File: src/rtl/rrtr_pkg.sv
// ----------------------------------------------------------------------------
// rrtr_pkg: shared types and constants for the round-robin thread ring
// Slot geometry, operation and result codes, sequencer states and the
// lowest-free-slot search used when a thread is created.
// ----------------------------------------------------------------------------
package rrtr_pkg;

  // Slot geometry.
  localparam int MAX_THREADS = 16;
  localparam int SLOT_W      = $clog2(MAX_THREADS);
  localparam int COUNT_W     = $clog2(MAX_THREADS + 1);

  // Payload geometry: one context is status, pc and stack, 32 bits each.
  localparam int WORD_W   = 32;
  localparam int CTX_W    = 3 * WORD_W;
  localparam int S_DATA_W = CTX_W;
  localparam int M_DATA_W = ((SLOT_W + CTX_W + 7) / 8) * 8;
  localparam int PAD_W    = M_DATA_W - SLOT_W - CTX_W;

  // Request kinds carried on the input tuser.
  typedef enum logic [1:0] {
    OP_SWITCH = 2'd0,
    OP_CREATE = 2'd1,
    OP_FINISH = 2'd2
  } opcode_t;

  // Result codes carried on the output tuser.
  typedef enum logic [1:0] {
    RC_OK        = 2'd0,
    RC_BUSY      = 2'd1,
    RC_NO_SLOT   = 2'd2,
    RC_NO_THREAD = 2'd3
  } res_code_t;

  // Sequencer states.
  typedef enum logic [2:0] {
    ST_IDLE,
    ST_ADV,
    ST_SPLICE,
    ST_SPLICE2,
    ST_UNL_RD,
    ST_UNL_WR,
    ST_DONE
  } state_t;

  // Lowest set bit of the free map; the caller checks that one is set.
  function automatic logic [SLOT_W-1:0] first_free(input logic [MAX_THREADS-1:0] map);
    logic [SLOT_W-1:0] idx;
    idx = '0;
    for (int i = MAX_THREADS - 1; i >= 0; i--) begin
      if (map[i]) begin
        idx = SLOT_W'(i);
      end
    end
    return idx;
  endfunction

endpackage

File: src/rtl/round_robin_thread_ring.sv
// ----------------------------------------------------------------------------
// round_robin_thread_ring: hardware thread-context scheduler
// Create and finish requests pass from accept through ST_DONE to the result;
// a switch first runs the serial read-modify-write of the link RAMs
// (advance, splice of a new thread, unlink of a finished one).
// One request is in flight at a time; a result waits in the output register
// while the next request is accepted. Synchronous reset: all slots free, no
// thread linked, boot mode set, no pending create or finish.
// ----------------------------------------------------------------------------
module round_robin_thread_ring
  import rrtr_pkg::*;
(
  input  logic                clk,
  input  logic                rst,
  // Request channel.
  input  logic                s_tvalid,
  output logic                s_tready,
  input  logic [S_DATA_W-1:0] s_tdata,   // status_word, resume_pc, stack_pointer
  input  logic [1:0]          s_tuser,   // opcode
  // Result channel.
  output logic                m_tvalid,
  input  logic                m_tready,
  output logic [M_DATA_W-1:0] m_tdata,   // slot_id, restore_status, restore_pc,
                                         // restore_stack, zero pad
  output logic [1:0]          m_tuser    // result_code
);

  // Scheduler state.
  state_t                 state, state_next;
  logic [MAX_THREADS-1:0] free_map, free_map_next;
  logic [SLOT_W-1:0]      active_slot, active_slot_next;
  logic                   boot_mode, boot_mode_next;
  logic                   new_valid, new_valid_next;
  logic [SLOT_W-1:0]      pending_new, pending_new_next;
  logic                   finish_valid, finish_valid_next;
  logic [SLOT_W-1:0]      pending_finish, pending_finish_next;
  logic                   dead_valid, dead_valid_next;
  logic [SLOT_W-1:0]      dead_slot, dead_slot_next;
  logic [COUNT_W-1:0]     linked_count, linked_count_next;
  logic [SLOT_W-1:0]      link_b, link_b_next;

  // Result held for the output stage.
  res_code_t              res_code, res_code_next;
  logic [SLOT_W-1:0]      res_slot, res_slot_next;
  logic                   res_restore, res_restore_next;

  // Output register.
  logic                   out_valid, out_valid_next;
  res_code_t              out_code, out_code_next;
  logic [SLOT_W-1:0]      out_slot, out_slot_next;
  logic [CTX_W-1:0]       out_ctx, out_ctx_next;

  // Memory ports.
  logic                   ctx_we, ctx_re;
  logic [SLOT_W-1:0]      ctx_waddr, ctx_raddr;
  logic [CTX_W-1:0]       ctx_rdata;
  logic                   nxt_we, nxt_re;
  logic [SLOT_W-1:0]      nxt_waddr, nxt_wdata, nxt_raddr, nxt_rdata;
  logic                   prv_we, prv_re;
  logic [SLOT_W-1:0]      prv_waddr, prv_wdata, prv_raddr, prv_rdata;

  logic                   out_free;
  opcode_t                op;

  assign op       = opcode_t'(s_tuser);
  assign out_free = !out_valid || m_tready;

  // Saved contexts: status in the low word, then pc, then stack pointer.
  rrtr_ram #(.WIDTH(CTX_W), .DEPTH(MAX_THREADS)) u_ctx_ram (
    .clk   (clk),
    .we    (ctx_we),
    .waddr (ctx_waddr),
    .wdata (s_tdata),
    .re    (ctx_re),
    .raddr (ctx_raddr),
    .rdata (ctx_rdata)
  );

  // Forward links of the ring.
  rrtr_ram #(.WIDTH(SLOT_W), .DEPTH(MAX_THREADS)) u_next_ram (
    .clk   (clk),
    .we    (nxt_we),
    .waddr (nxt_waddr),
    .wdata (nxt_wdata),
    .re    (nxt_re),
    .raddr (nxt_raddr),
    .rdata (nxt_rdata)
  );

  // Backward links of the ring.
  rrtr_ram #(.WIDTH(SLOT_W), .DEPTH(MAX_THREADS)) u_prev_ram (
    .clk   (clk),
    .we    (prv_we),
    .waddr (prv_waddr),
    .wdata (prv_wdata),
    .re    (prv_re),
    .raddr (prv_raddr),
    .rdata (prv_rdata)
  );

  // State registers.
  always_ff @(posedge clk) begin
    if (rst) begin
      state        <= ST_IDLE;
      free_map     <= '1;
      active_slot  <= '0;
      boot_mode    <= 1'b1;
      new_valid    <= 1'b0;
      finish_valid <= 1'b0;
      dead_valid   <= 1'b0;
      linked_count <= '0;
      out_valid    <= 1'b0;
    end else begin
      state        <= state_next;
      free_map     <= free_map_next;
      active_slot  <= active_slot_next;
      boot_mode    <= boot_mode_next;
      new_valid    <= new_valid_next;
      finish_valid <= finish_valid_next;
      dead_valid   <= dead_valid_next;
      linked_count <= linked_count_next;
      out_valid    <= out_valid_next;
    end
  end

  // Payload registers.
  always_ff @(posedge clk) begin
    pending_new    <= pending_new_next;
    pending_finish <= pending_finish_next;
    dead_slot      <= dead_slot_next;
    link_b         <= link_b_next;
    res_code       <= res_code_next;
    res_slot       <= res_slot_next;
    res_restore    <= res_restore_next;
    out_code       <= out_code_next;
    out_slot       <= out_slot_next;
    out_ctx        <= out_ctx_next;
  end

  // Sequencer: next state, state updates and memory accesses.
  always_comb begin
    state_next          = state;
    free_map_next       = free_map;
    active_slot_next    = active_slot;
    boot_mode_next      = boot_mode;
    new_valid_next      = new_valid;
    pending_new_next    = pending_new;
    finish_valid_next   = finish_valid;
    pending_finish_next = pending_finish;
    dead_valid_next     = dead_valid;
    dead_slot_next      = dead_slot;
    linked_count_next   = linked_count;
    link_b_next         = link_b;
    res_code_next       = res_code;
    res_slot_next       = res_slot;
    res_restore_next    = res_restore;
    out_valid_next      = out_valid && !m_tready;
    out_code_next       = out_code;
    out_slot_next       = out_slot;
    out_ctx_next        = out_ctx;
    s_tready            = 1'b0;
    ctx_we              = 1'b0;
    ctx_waddr           = active_slot;
    ctx_re              = 1'b0;
    ctx_raddr           = active_slot;
    nxt_we              = 1'b0;
    nxt_waddr           = active_slot;
    nxt_wdata           = active_slot;
    nxt_re              = 1'b0;
    nxt_raddr           = active_slot;
    prv_we              = 1'b0;
    prv_waddr           = active_slot;
    prv_wdata           = active_slot;
    prv_re              = 1'b0;
    prv_raddr           = pending_finish;

    case (state)
      ST_IDLE: begin
        s_tready         = 1'b1;
        res_code_next    = RC_OK;
        res_slot_next    = '0;
        res_restore_next = 1'b0;
        if (s_tvalid) begin
          state_next = ST_DONE;
          case (op)
            OP_SWITCH: begin
              // The slot unlinked by the previous switch becomes free now.
              if (dead_valid) begin
                free_map_next[dead_slot] = 1'b1;
                dead_valid_next          = 1'b0;
              end
              if (linked_count == '0) begin
                res_code_next = RC_NO_THREAD;
              end else if (boot_mode) begin
                // First entry: nothing to save, the head slot runs.
                boot_mode_next = 1'b0;
                nxt_re         = 1'b1;
                ctx_re         = 1'b1;
                state_next     = ST_SPLICE;
              end else begin
                // Save the outgoing context and fetch its successor.
                ctx_we     = 1'b1;
                nxt_re     = 1'b1;
                state_next = ST_ADV;
              end
            end
            OP_CREATE: begin
              if (new_valid) begin
                res_code_next = RC_BUSY;
              end else if (free_map == '0) begin
                res_code_next = RC_NO_SLOT;
              end else begin
                free_map_next[first_free(free_map)] = 1'b0;
                ctx_we        = 1'b1;
                ctx_waddr     = first_free(free_map);
                res_slot_next = first_free(free_map);
                if (linked_count == '0) begin
                  // Empty ring: the new slot links to itself and runs next.
                  nxt_we            = 1'b1;
                  nxt_waddr         = first_free(free_map);
                  nxt_wdata         = first_free(free_map);
                  prv_we            = 1'b1;
                  prv_waddr         = first_free(free_map);
                  prv_wdata         = first_free(free_map);
                  active_slot_next  = first_free(free_map);
                  boot_mode_next    = 1'b1;
                  linked_count_next = COUNT_W'(1);
                end else begin
                  pending_new_next = first_free(free_map);
                  new_valid_next   = 1'b1;
                end
              end
            end
            OP_FINISH: begin
              if (boot_mode || linked_count == '0 ||
                  (dead_valid && dead_slot == active_slot)) begin
                res_code_next = RC_NO_THREAD;
              end else if (finish_valid) begin
                res_code_next = RC_BUSY;
              end else begin
                pending_finish_next = active_slot;
                finish_valid_next   = 1'b1;
                res_slot_next       = active_slot;
              end
            end
            default: begin
              res_code_next = RC_OK;
            end
          endcase
        end
      end

      // Step to the successor and start reading its link and context.
      ST_ADV: begin
        active_slot_next = nxt_rdata;
        nxt_re           = 1'b1;
        nxt_raddr        = nxt_rdata;
        ctx_re           = 1'b1;
        ctx_raddr        = nxt_rdata;
        state_next       = ST_SPLICE;
      end

      // Link the pending new slot in after the active one, first half; with none pending, start the unlink or finish.
      ST_SPLICE: begin
        if (new_valid) begin
          link_b_next = nxt_rdata;
          nxt_we      = 1'b1;
          nxt_waddr   = pending_new;
          nxt_wdata   = nxt_rdata;
          prv_we      = 1'b1;
          prv_waddr   = pending_new;
          prv_wdata   = active_slot;
          state_next  = ST_SPLICE2;
        end else if (finish_valid) begin
          nxt_re     = 1'b1;
          nxt_raddr  = pending_finish;
          prv_re     = 1'b1;
          state_next = ST_UNL_WR;
        end else begin
          res_code_next    = RC_OK;
          res_slot_next    = active_slot;
          res_restore_next = 1'b1;
          state_next       = ST_DONE;
        end
      end

      // Second half of the splice: neighbors point at the new slot.
      ST_SPLICE2: begin
        nxt_we            = 1'b1;
        nxt_waddr         = active_slot;
        nxt_wdata         = pending_new;
        prv_we            = 1'b1;
        prv_waddr         = link_b;
        prv_wdata         = pending_new;
        new_valid_next    = 1'b0;
        linked_count_next = linked_count + COUNT_W'(1);
        if (finish_valid) begin
          state_next = ST_UNL_RD;
        end else begin
          res_code_next    = RC_OK;
          res_slot_next    = active_slot;
          res_restore_next = 1'b1;
          state_next       = ST_DONE;
        end
      end

      // Read both links of the finished slot after the splice has landed.
      ST_UNL_RD: begin
        nxt_re     = 1'b1;
        nxt_raddr  = pending_finish;
        prv_re     = 1'b1;
        state_next = ST_UNL_WR;
      end

      // Bridge the finished slot's neighbors over it.
      ST_UNL_WR: begin
        nxt_we            = 1'b1;
        nxt_waddr         = prv_rdata;
        nxt_wdata         = nxt_rdata;
        prv_we            = 1'b1;
        prv_waddr         = nxt_rdata;
        prv_wdata         = prv_rdata;
        dead_slot_next    = pending_finish;
        dead_valid_next   = 1'b1;
        finish_valid_next = 1'b0;
        linked_count_next = linked_count - COUNT_W'(1);
        res_code_next     = RC_OK;
        res_slot_next     = active_slot;
        res_restore_next  = 1'b1;
        state_next        = ST_DONE;
      end

      // Hand the result to the output register once it is free.
      ST_DONE: begin
        if (out_free) begin
          out_valid_next = 1'b1;
          out_code_next  = res_code;
          out_slot_next  = res_slot;
          out_ctx_next   = res_restore ? ctx_rdata : '0;
          state_next     = ST_IDLE;
        end
      end

      default: begin
        state_next = ST_IDLE;
      end
    endcase
  end

  // Output channel.
  assign m_tvalid = out_valid;
  assign m_tuser  = out_code;
  assign m_tdata  = {{PAD_W{1'b0}}, out_ctx, out_slot};

`ifndef SYNTHESIS
  // A pending new thread only exists while the ring is populated.
  a_new_needs_ring: assert property (@(posedge clk) disable iff (rst)
    new_valid |-> linked_count != '0)
    else $error("pending new thread with an empty ring");

  // The pending new slot must stay allocated until it is spliced in.
  a_new_not_free: assert property (@(posedge clk) disable iff (rst)
    new_valid |-> !free_map[pending_new])
    else $error("pending new slot is marked free");

  // An unlinked slot must not return to the free map before the next switch.
  a_dead_not_free: assert property (@(posedge clk) disable iff (rst)
    dead_valid |-> !free_map[dead_slot])
    else $error("unlinked slot freed too early");

  // The ring never holds more threads than there are slots.
  a_count_bound: assert property (@(posedge clk) disable iff (rst)
    linked_count <= COUNT_W'(MAX_THREADS))
    else $error("linked slot count out of range");

  // A finished request reaches the output register in the next cycle.
  a_done_delivers: assert property (@(posedge clk) disable iff (rst)
    (state == ST_DONE && out_free) |=> (m_tvalid && state == ST_IDLE))
    else $error("result not loaded into the output register");
`endif

endmodule

File: src/rtl/rrtr_ram.sv
// ----------------------------------------------------------------------------
// rrtr_ram: generic single-write, single-read synchronous RAM
// One write port and one read port; read data is registered and holds its
// value until the next read. A read of the address being written returns
// the old contents.
// ----------------------------------------------------------------------------
module rrtr_ram #(
  parameter int WIDTH  = 8,
  parameter int DEPTH  = 16,
  localparam int ADDR_W = $clog2(DEPTH)
) (
  input  logic              clk,
  input  logic              we,
  input  logic [ADDR_W-1:0] waddr,
  input  logic [WIDTH-1:0]  wdata,
  input  logic              re,
  input  logic [ADDR_W-1:0] raddr,
  output logic [WIDTH-1:0]  rdata
);

  logic [WIDTH-1:0] mem [DEPTH];

  // Write port.
  always_ff @(posedge clk) begin
    if (we) begin
      mem[waddr] <= wdata;
    end
  end

  // Registered read port.
  always_ff @(posedge clk) begin
    if (re) begin
      rdata <= mem[raddr];
    end
  end

endmodule

File: config.mk
export PLATFORM = sky130hd
export DESIGN_NAME = round_robin_thread_ring
export DESIGN_NICKNAME = d
export VERILOG_FILES = /design/src/rtl/rrtr_pkg.sv /design/src/rtl/round_robin_thread_ring.sv /design/src/rtl/rrtr_ram.sv
export SDC_FILE = /design/constraint.sdc
export NUM_CORES = 2
export LEC_CHECK = 0
export ABC_AREA = 1
export BUFFER_PORTS_ARGS = -buffer_cell sky130_fd_sc_hd__buf_4
export CAP_MARGIN = 20
export CORE_MARGIN = 3
export CORE_UTILIZATION = 40
export DETAILED_ROUTE_END_ITERATION = 16
export PLACE_DENSITY = 0.63
export REMOVE_ABC_BUFFERS = 1
export SYNTH_ARGS = -nofsm -noshare
export SYNTH_HDL_FRONTEND = slang
export SYNTH_SLANG_ARGS = --single-unit
File: constraint.sdc
create_clock -name clk -period 17 [get_ports clk]
set_clock_uncertainty 0.15 [all_clocks]
set_input_delay 5.1 -clock clk [delete_from_list [all_inputs] [get_ports clk]]
set_output_delay 5.1 -clock clk [all_outputs]
set_load 0.01 [all_outputs]
==> results.txt <==
* Run status: finished clean
* Synthesized area divided by synthesized cell count: 13.8 µm²
* Worst Setup End Kind: flip-flop
* Max-cap violations: 0
- Commonest cells in the synthesized netlist: edfxtp_1, nor2_1, o21ai_0
- The worst path in the final design needs a cycle of just over 9 ns, including I/O delays and setup.
- Final standard cell area without fillers: approximately 85,000 µm²
- Buffers added on ports: 205
- Initial DRC count: between 5,000 and 6,000
- Clock tree from TritonCTS: done
* Share of total power consumed by net switching: 29.2%
* Net Switching: ~3.5 mW
* Main flop type after synthesis: edfxtp_1
- GP Congestion: 0.860
- Biggest area consumer among synthesized cells: edfxtp_1
- The completed layout was analyzed and its total power is 11.9 mW.
- Fill cells in the final layout number 16,100.
- Pin count of the biggest net entering global routing: 247
* Post-CTS clock slew at the launch and capture registers of the worst setup and hold paths: 0.06 ns
- Together, buffers and inverters on the worst path number 6.
- For flop-to-flop paths, the worst setup slack is 11.80 ns.
* Routed wirelength normalized by instance count: 24.0 µm
* Share of the clock period used by the worst path after layout: a little over half
- Of all nets on the critical path, the largest fanout is 39.
- Across the VDD grid, the largest voltage drop is 0.109 mV.
- During I/O placement, the number of pins put on the boundary was 210.
- For this design, the CTS-stage hold fixing added 0 buffers.
- Combined area of the multi-input logic cells: 15,200 µm²
- Setup repair after global routing left no endpoint under its margin.
- The total area inside the core boundary comes to 186,000 µm².
- The placed instances occupy a cell area of roughly 79,000 µm².
* Nets: 5,643
* Async S/R FF share, synth: 0%
- Most frequent cell after synthesis: edfxtp_1
* Synth warnings: 0
* Power Dens Cells: 140 nW/µm²
- Of the cells placed in the final design, the portion with a size suffix greater than 1 is 10.7%.
- Distinct cell type count of the synthesized netlist: 52
- Kind of cell adding the most delay to the critical path: buffers and inverters
- In this run, flip-flops and latches consume between 40% and 50% of the power.
- Cells resized by post-CTS repair: 0
- Number of vias after detailed routing: 46,000
* Static leakage: 28.2 nW
* Clock sink count: 1,926
- Cell internal pwr: 8.42 mW
- The worst setup path is of the in2reg kind.
* Cell area after synthesis: approximately 75,000 µm²
* Number of CTS-inserted buffers: 193
* Deepest level of the CTS H-tree: 4
- Highest clock frequency the design can meet: approximately 110 MHz
- Worst path slowest cell: nor2_4
- CP Cell Sequence: buf_4 > inv_1 > ha_1 > nand2_1 > nor2_1 > inv_2 > nor2_1 > inv_1 > o21ai_0 > nand2_1 > nor2_4 > buf_4 > buf_4
- Critical path arrival: between 9 and 10 ns
- Horizontal die dimension: 439 µm
- Cell at the root of the clock tree: clkbuf_16
- Total iterations of the first detailed-routing run: 5
- Number of max-slew violations in the final report: 0
- Sorting the synthesized cells by area gives the leading types as edfxtp_1, o21ai_0, nor2_1.
* Biggest cell delay along the critical path: 0.75 ns
- Detailed placement finished with a half-perimeter wire length of 106,000 µm.
* Area growth, synth to finish: 13.8%
* Vias in the first global route: 44,500
- After detailed routing, the number of vias per cell comes to 5.63.
- Summed over all layers, the global routing overflow is 0.
- Residual antenna-violating net count after detailed routing: 0
- Share of power burned in combinational logic: 18.1%
- Critical Path Source Type: primary input
- The floorplan step defined a die boundary enclosing 192,000 µm².
- Transition time at the pin with the least slew margin: 1.37 ns
- Global routing consumed, over all layers together, between 10% and 20% of the routing resources.
- Postcts setup bufs: 0
- Area of all sequential standard cells: 57,500 µm²
* Endpoint required time on the critical path: between 15 and 20 ns
- Of the synthesized area, sequential elements account for around three quarters.
* Clock latency at the later pin of the worst-skew pair: 0.85 ns
- In this run the vertical extent of the chip is 439 µm.
- Initial antenna violation count: 15
- CTS Buffer Depth: 3
- Number of synthesized flops with an enable pin: 1,893
- Initial cell density of the core: 40.3%
* Synthesized netlist cell count: 5,412
- Hold Violations, Final: 0
- After synthesis the netlist holds a flip-flop and latch count of 1,926.
- The worst hold path belongs to the class reg2reg.
* Total length of routed wires: 196,000 µm
- Headroom to the max-slew limit came out at 8.54%.
* Final count of negative-setup-slack endpoints: 0
* Global-route wire length before repair: 291,000 µm
- The initialized floorplan defines 158 standard-cell rows.
- After detailed routing, the number of remaining DRC violations is 0.
- Top cell type's share of synthesized area: 76.0%
* Crit path top cell by count: buf_4
- Share of power burned in the clock network: 35.3%
-- power groups by stage --
stage	clock network [mW]	registers [mW]	logic (mW)
after global routing	4.46	5.55	2.37
after CTS	4.27	5.54	2.17
after detailed placement	0	5.64	2.16
final	4.20	5.54	2.16
after global placement	0	5.64	2.13
after floorplan	0	5.67	1.34
-- cell type report --
class | count | share of cell area (%)
inverters | 211 | 0.962
repair buffers | 281 | 2.64
multi-input cells | 2920 | 17.8
well taps | 2480 | 3.64
clock inverters | 121 | 1.52
diodes | 4 | 0.0118
clock buffers | 234 | 5.89
flip-flops and latches | 1926 | 67.5
-- layer usage --
layer | up-vias | global-route usage [%] | share of wire, %
li1 | 20600 | - | -
met1 | 23200 | 27.2 | 42
met2 | 1889 | 33.3 | 49
met3 | 305 | 3.00 | 6.8
met4 | 4 | 5.29 | 2.2
met5 | - | 0 | 0.014
-- cell usage in the layout (no fill, tap or decap), drive strengths merged, types with 98 or more instances in the layout --
cell type,synthesis,layout
buf,137,281
clkbuf,221,234
clkinv,3,98
edfxtp,1893,1893
inv,208,215
nand2,336,336
nor2,916,916
o211ai,144,144
o21ai,862,862
o221ai,270,270
o22ai,137,137
-- through the flow --
step                      worst slack (ns)  hold slack [ns]  cells  TNS (ns)  utilization, %
final                                 7.89            0.267   8177         0            45.9
after global routing                  7.61            0.277   8176         0            45.9
after CTS                             7.96            0.268   8170         0            45.8
after detailed placement              7.08            0.255   7815         0            42.4
after global placement                7.07            0.258   7814         0            42.4
after floorplan                     -19.96            0.250   5057  -1935.22               -
-- cell families after synthesis --
family,Yosys count,synth area share (%)
DFF,1926,76.9
AOI/OAI and AO/OA,1495,12.3
and+or+nand+nor,1399,7.40
buffers and inverters,569,3.13
muxes,11,0.147
adders and majority gates,8,0.144
xor gates and xnor gates,3,0.0351
other,1,0.00501
-- flip-flops by register name (all words and copies together), names as in the netlist, 2 cells and up --
| name | cells |
|---|---|
| linked_count | 5 |
| res_slot | 4 |
| pending_new | 4 |
| out_ctx | 96 |
| active_slot | 4 |
| u_next_ram.mem | 64 |
| u_prev_ram.rdata | 4 |
| u_ctx_ram.mem | 1536 |
| state | 3 |
| free_map | 16 |
| u_ctx_ram.rdata | 96 |
| res_code | 2 |
| pending_finish | 4 |
| u_prev_ram.mem | 64 |
| out_slot | 4 |
| m_tuser | 2 |
| u_next_ram.rdata | 4 |
| dead_slot | 4 |
| link_b | 4 |
-- final timing paths --
| check | start | depth (start not counted) | endpoint |
|---|---|---|---|
| max | s_tuser[1] | 13 | u_ctx_ram.mem[15][39]$_DFFE_PP_ |
| min | res_code[0]$_SDFFCE_PP0P_ | 0 | m_tuser[0]$_DFFE_PP_ |
| max reg2reg | active_slot[1]$_SDFFE_PP0P_ | 9 | u_ctx_ram.rdata[59]$_DFFE_PP_ |
| min reg2reg | res_code[0]$_SDFFCE_PP0P_ | 0 | m_tuser[0]$_DFFE_PP_ |
-- worst reg2reg max path: stages, from the launching register on --
cell and delay, ns:
dfxtp_1 0.50, clkinv_1 0.41, o21ai_4 0.47, buf_12 0.46, buf_4 1.11, buf_4 0.98
o21ai_0 0.33, o221ai_1 0.31, o211ai_1 0.19, nand2_1 0.14
(Power assumes the default switching activity.)
